[src/rtl/pfd_pkg.sv]
// ----------------------------------------------------------------------------
// pfd_pkg
// Types, constants and codes shared by the per-source flood detector.
// ----------------------------------------------------------------------------
package pfd_pkg;

  localparam int TABLE_DEPTH = 1024;
  localparam int IDX_W       = $clog2(TABLE_DEPTH);
  localparam int USED_W      = $clog2(TABLE_DEPTH + 1);

  localparam int PROTO_W  = 8;
  localparam int ADDR_W   = 32;
  localparam int TIME_W   = 32;
  localparam int CNT_W    = 16;
  localparam int STATUS_W = 2;
  localparam int ENTRY_W  = 10;
  localparam int CFG_W    = 16;
  localparam int CFG_IDX_W = 1;
  localparam int REC_W    = CNT_W + TIME_W;

  localparam logic [PROTO_W-1:0] PROTO_UDP = 8'd17;

  localparam logic [CFG_W-1:0] THRESHOLD_RESET = 16'd50;
  localparam logic [CFG_W-1:0] WINDOW_RESET    = 16'd1;

  localparam logic [CFG_IDX_W-1:0] CFG_FLOOD_THRESHOLD = 1'd0;
  localparam logic [CFG_IDX_W-1:0] CFG_WINDOW_SECONDS  = 1'd1;

  localparam logic [STATUS_W-1:0] ST_IGNORED = 2'd0;
  localparam logic [STATUS_W-1:0] ST_COUNTED = 2'd1;
  localparam logic [STATUS_W-1:0] ST_ALERT   = 2'd2;
  localparam logic [STATUS_W-1:0] ST_FULL    = 2'd3;

  typedef enum logic [2:0] {
    S_IDLE,
    S_SEARCH,
    S_FETCH,
    S_UPDATE,
    S_FINISH
  } state_t;

  typedef struct packed {
    logic load_in;
    logic scan;
    logic take_hit;
    logic append;
    logic update;
    logic res_ignored;
    logic res_full;
    logic out_ld;
  } cmd_t;

  typedef struct packed {
    logic is_udp;
    logic hit;
    logic miss_done;
    logic full;
  } stat_t;

endpackage

[src/rtl/pfd_ctrl.sv]
// ----------------------------------------------------------------------------
// pfd_ctrl
// Sequencer: search, fetch, update and hand-off of one packet transaction.
// ----------------------------------------------------------------------------
module pfd_ctrl (
  input  logic          clk,
  input  logic          rst_n,
  input  logic          in_valid,
  output logic          in_stall,
  output logic          out_valid,
  input  logic          out_stall,
  input  pfd_pkg::stat_t stat,
  output pfd_pkg::cmd_t  cmd
);
  import pfd_pkg::*;

  state_t state_r, state_nxt;
  logic   out_valid_r, out_valid_nxt;
  logic   out_free;

  assign out_free = !out_valid_r || !out_stall;

  always_comb begin
    state_nxt = state_r;
    unique case (state_r)
      S_IDLE: begin
        if (in_valid) state_nxt = S_SEARCH;
      end
      S_SEARCH: begin
        priority if (!stat.is_udp) state_nxt = S_FINISH;
        else if (stat.hit) state_nxt = S_FETCH;
        else if (stat.miss_done && stat.full) state_nxt = S_FINISH;
        else if (stat.miss_done) state_nxt = S_UPDATE;
        else state_nxt = S_SEARCH;
      end
      S_FETCH:  state_nxt = S_UPDATE;
      S_UPDATE: state_nxt = S_FINISH;
      S_FINISH: begin
        if (out_free) state_nxt = S_IDLE;
      end
      default:  state_nxt = S_IDLE;
    endcase
  end

  always_comb begin
    cmd = '0;
    unique case (state_r)
      S_IDLE: begin
        cmd.load_in = in_valid;
      end
      S_SEARCH: begin
        priority if (!stat.is_udp) cmd.res_ignored = 1'b1;
        else if (stat.hit) cmd.take_hit = 1'b1;
        else if (stat.miss_done && stat.full) cmd.res_full = 1'b1;
        else if (stat.miss_done) cmd.append = 1'b1;
        else cmd.scan = 1'b1;
      end
      S_FETCH:  ;
      S_UPDATE: cmd.update = 1'b1;
      S_FINISH: cmd.out_ld = out_free;
      default:  ;
    endcase
  end

  always_comb begin
    out_valid_nxt = out_valid_r && out_stall;
    if (cmd.out_ld) out_valid_nxt = 1'b1;
  end

  always_ff @(posedge clk) begin
    if (!rst_n) begin
      state_r     <= S_IDLE;
      out_valid_r <= 1'b0;
    end else begin
      state_r     <= state_nxt;
      out_valid_r <= out_valid_nxt;
    end
  end

  assign in_stall  = (state_r != S_IDLE);
  assign out_valid = out_valid_r;

endmodule

[config.mk]
export PLATFORM = sky130hd
export DESIGN_NAME = pfd_ctrl
export DESIGN_NICKNAME = d
export VERILOG_FILES = /design/src/rtl/pfd_pkg.sv /design/src/rtl/pfd_ctrl.sv
export SDC_FILE = /design/constraint.sdc
export NUM_CORES = 1
export LEC_CHECK = 0
export ABC_AREA = 1
export BUFFER_PORTS_ARGS = -buffer_cell sky130_fd_sc_hd__buf_2
export CAP_MARGIN = 10
export CORE_AREA = 2 2 39 41
export DETAILED_ROUTE_END_ITERATION = 16
export DIE_AREA = 0 0 41 43
export HOLD_SLACK_MARGIN = 0.1
export PLACE_DENSITY_LB_ADDON = 0.1
export SYNTH_ARGS = -nofsm -noshare
export SYNTH_HDL_FRONTEND = slang
export SYNTH_SLANG_ARGS = --single-unit
[constraint.sdc]
create_clock -name clk -period 0.9 [get_ports clk]
set_input_delay 0.045 -clock clk [delete_from_list [all_inputs] [get_ports clk]]
set_output_delay 0.045 -clock clk [all_outputs]
set_load 0.02 [all_outputs]
After elaboration in Yosys (flattened, before gate mapping)

Index checks and enable logic that the tools add are counted.
W data, S select, Z words.

Register bits after elaboration: 4
Bits of input ports: 8
Output and inout bits: 10
Logic and storage cells: 41

Eq/ne operators: 6
Mux-type cells: 25
Reduce and logical (&&, ||, !) cells: 8

Operators by type and width:

| operator             | count |
|---|---|
| $mux W3              | 7 |
| $mux W1              | 15 |
| $pmux W3 S5          | 1 |
| $eq A3 B2 Y1 const B | 2 |
| $mux W2              | 2 |
| $ne A2 B2 Y1 const B | 2 |
| $eq A3 B1 Y1 const B | 1 |
| $eq A3 B3 Y1 const B | 1 |
| $logic_not A3 Y1     | 1 |
| $reduce_bool A3 Y1   | 1 |
| $logic_and A1 B1 Y1  | 2 |
| $logic_not A1 Y1     | 2 |
| $reduce_and A2 Y1    | 1 |
| $logic_or A1 B1 Y1   | 1 |

Logic depth before layout (Yosys ltp)

Depth in word-level cells: 5
Gate-level depth with buffers: 5
Mapped depth without buffers: 5

Least setup slack after synthesis

OpenSTA, ideal clock, no wires.

Path type: reg-to-output
Start point: register state_r[1]
End point: output port cmd[7] in the netlist's numbering
Arrival time: 0.966 ns
Data required time: 0.855 ns
Path slack: -0.111 ns
Cell stages (with the launch flop): 4
Buffers on the path: 0
Cells stage by stage: dfxtp_1 -> nor2_2 -> nand2_1 -> nor2_1

RTL lines:

| element                | RTL line       | RTL |
|---|---|---|
| from (decl)            | pfd_ctrl.sv:17 | `state_t state_r, state_nxt;` |
| from (signal assigned) | pfd_ctrl.sv:75 | `state_r <= state_nxt;` |
| to (decl)              | pfd_ctrl.sv:13 | `output pfd_pkg::cmd_t cmd` |

==> run_results.csv <==
group,metric,value,unit
status,status,"finished, violations left",
status,violations,"negative setup slack",
layout,mostFrequentLayoutCells,"buf_2 (10), buf_4 (10), nor2_1 (8), nand2_1 (8)",
synth,yosysWarnings,0,
floorplan,fp.dieW,41,um
worst_setup_path,worstPathArrival,1080,ps
synth,synth_top_area_cell,"dfxtp_1",
synth,syn_nets,57,
placement,place.gp.congestion,0.6828,
layout,antenna_cells,0,
clocking,clkSinkCount,4,
floorplan,rows,14,
global_routing,overflow,0,
routing,wl_per_cell,7.495,um
sta,tns,-1758,ps
worst_setup_path,cp_slowest_stage_delay,340,ps
clocking,clk_latency,230,ps
global_routing,grt_pass1_vias,304,
floorplan,start_util,0.1998,
sta,rsz0062_at_grt,"true",
floorplan,io_pins,18,
layout,nFillCells,160,
clocking,cts_buffer_depth,2,
worst_setup_path,cp_max_fo,4,
worst_setup_path,required,850,ps
synth,postSynthCellCount,49,
worst_setup_path,crit_path_start_kind,"flop",
routing,antenna_left,0,
layout,layout.nets,85,
clocking,clk_pin_slew,40,ps
sta,worst_pin_slew,172.4,ps
clocking,cts-root-buf,"clkbuf_4",
pwr,p_leak,0.2730,nW
clocking,tritoncts,"built",
synth,ys_types,10,
placement,port_buffers,17,
synth,seq_area_frac_synth,0.2896,
min_path,worstHoldPathType,"input port to flop",
pwr,vdd_ir_drop_max,0.0003924,V
routing,num_vias,363,
routing,vias_per_cell,3.989,
worst_setup_path,setup.worst_path.end_class,"primary output",
global_routing,grt.total_usage,0.09839,
sta,min_period,1123,ps
clocking,cts_setup_buffers,0,
sta,post-route-period-util,1.248,
worst_setup_path,crit_buf_inv,2,
synth,yosysTopAreaCellShare,0.2896,
sta,fmax,0.8904,GHz
worst_setup_path,path_delay_family,"flip-flops",
floorplan,coreArea,1384,um^2
synth,ys_ff_latch,4,
synth,synthTopCellsByArea,"dfxtp_1 (29%), nand2_1 (15%), nor2_1 (15%)",
sta,fin_skew,1.785,ps
worst_setup_path,crit_path_top_delay_cell,"dfxtp_2",
worst_setup_path,cp_cell_sequence,"inv_2 > nand2_1 > nor2_2 > nand2_2 > nor2_1 > buf_4",
routing,drt_wl_total,682,um
synth,synth_area,276.5,um^2
global_routing,grt_pass1_wl,1.131,mm
sta,hold_ws,76.82,ps
worst_setup_path,crit_type,"flop to primary output",
sta,worst_slack,-223.1,ps
layout,drive_above_1_share,0.5600,
clocking,htree_levels,1,
sta,max-slew-margin-rel,0.8850,
synth,postSynthAreaPerCell,5.643,um^2
sta,maxSlewViolCount,0,
global_routing,grt_max_degree,6,
routing,drc,0,
clocking,cts_inserted_buffers,3,
floorplan,die_area,1763,um^2
layout,syn_to_final_growth,81.90,%
pwr,power_density,1306,nW/um^2
routing,drt_iter0_markers,1,
flow_run,timing.max_cap.violations,0,
global_routing,antenna_found_initial,0,
sta,finalSetupViolCount,9,
placement,place_hpwl,564.9,um
routing,drt-pass1-iter-count,2,
floorplan,die_h,43,um
sta,hold_viol,0,
[state kept, by name, indices dropped and copies added (netlist names)]
name,count
out_valid,1
state_r,3
[area by class of cell]
class | count | area [um^2] | share of cell area
Multi-Input combinational cell | 35 | 178.9 | 0.3557
Inverter | 10 | 40.04 | 0.07960
Timing Repair Buffer | 23 | 157.7 | 0.3134
Sequential cell | 4 | 83.83 | 0.1667
Clock buffer | 3 | 22.52 | 0.04478
Tap cell | 16 | 20.02 | 0.03980
[worst register-to-register path, cell delays in order, from the launching register on]
cell	delay, ps
dfxtp_2	340
nor2_2	140
buf_4	120
nand2_1	40
nand2_1	60
a21oi_1	60
[routing by layer]
metal  global-route usage  vias up  share of wire
met3              0.03141        0          0.035
met4              0.08000        0              0
met5                    0        -              0
met2               0.1313        7           0.50
met1               0.1222      155           0.46
li1                     -      201              -
[power breakdown]
part / switching, mW / internal, mW / total (mW)
clock network: 0.0694 / 0.149 / 0.218
logic: 0.132 / 0.102 / 0.234
registers: 0.0120 / 0.193 / 0.205
[timing repair]
item | in CTS | in global routing
gates resized for setup | 18 | 3
endpoints found under the setup margin | 9 | 12
pin swaps | 4 | 3
hold buffers | 1 | 0
hold endpoints to repair | 2 | 0
[kinds of logic (layout without fill, tap and decap cells)]
kind of cell,Yosys count,count (layout),share of synthesized area
and+or+nand+nor,31,31,0.4887
buffers and inverters,10,36,0.1358
AOI/OAI and AO/OA,4,4,0.08596
DFF,4,4,0.2896
[synth_stat cells, drive strengths merged]
cell type and number:
nand3 6, nor3 1, dfxtp 4, inv 10, nand2 11, nor2 13, a21oi 4
[stage by stage]
step	util	setup WS (ps)	instance area (um^2)	cells	total power, mW
floorplan	-	-54.13	279.0	49	0.3241
global placement	0.3047	-126.6	421.7	87	0.4079
detailed placement	0.3047	-77.25	421.7	87	0.4050
CTS	0.3580	-281.7	495.5	91	0.6660
global route	0.3635	-314.9	503.0	91	0.7040
finish	0.3635	-223.1	503.0	91	0.6571
[worst paths after layout]
path	startpoint	slack [ps]	end	cells past startpoint
worst max-delay path	state_r[1]	-220	cmd[4]	6
worst min-delay path	out_stall	80	out_valid	3
worst max register to register	state_r[1]	20	state_r[2]	5
worst min register to register	out_valid	480	out_valid	2
Note: power is estimated with default switching activity, not from simulation.
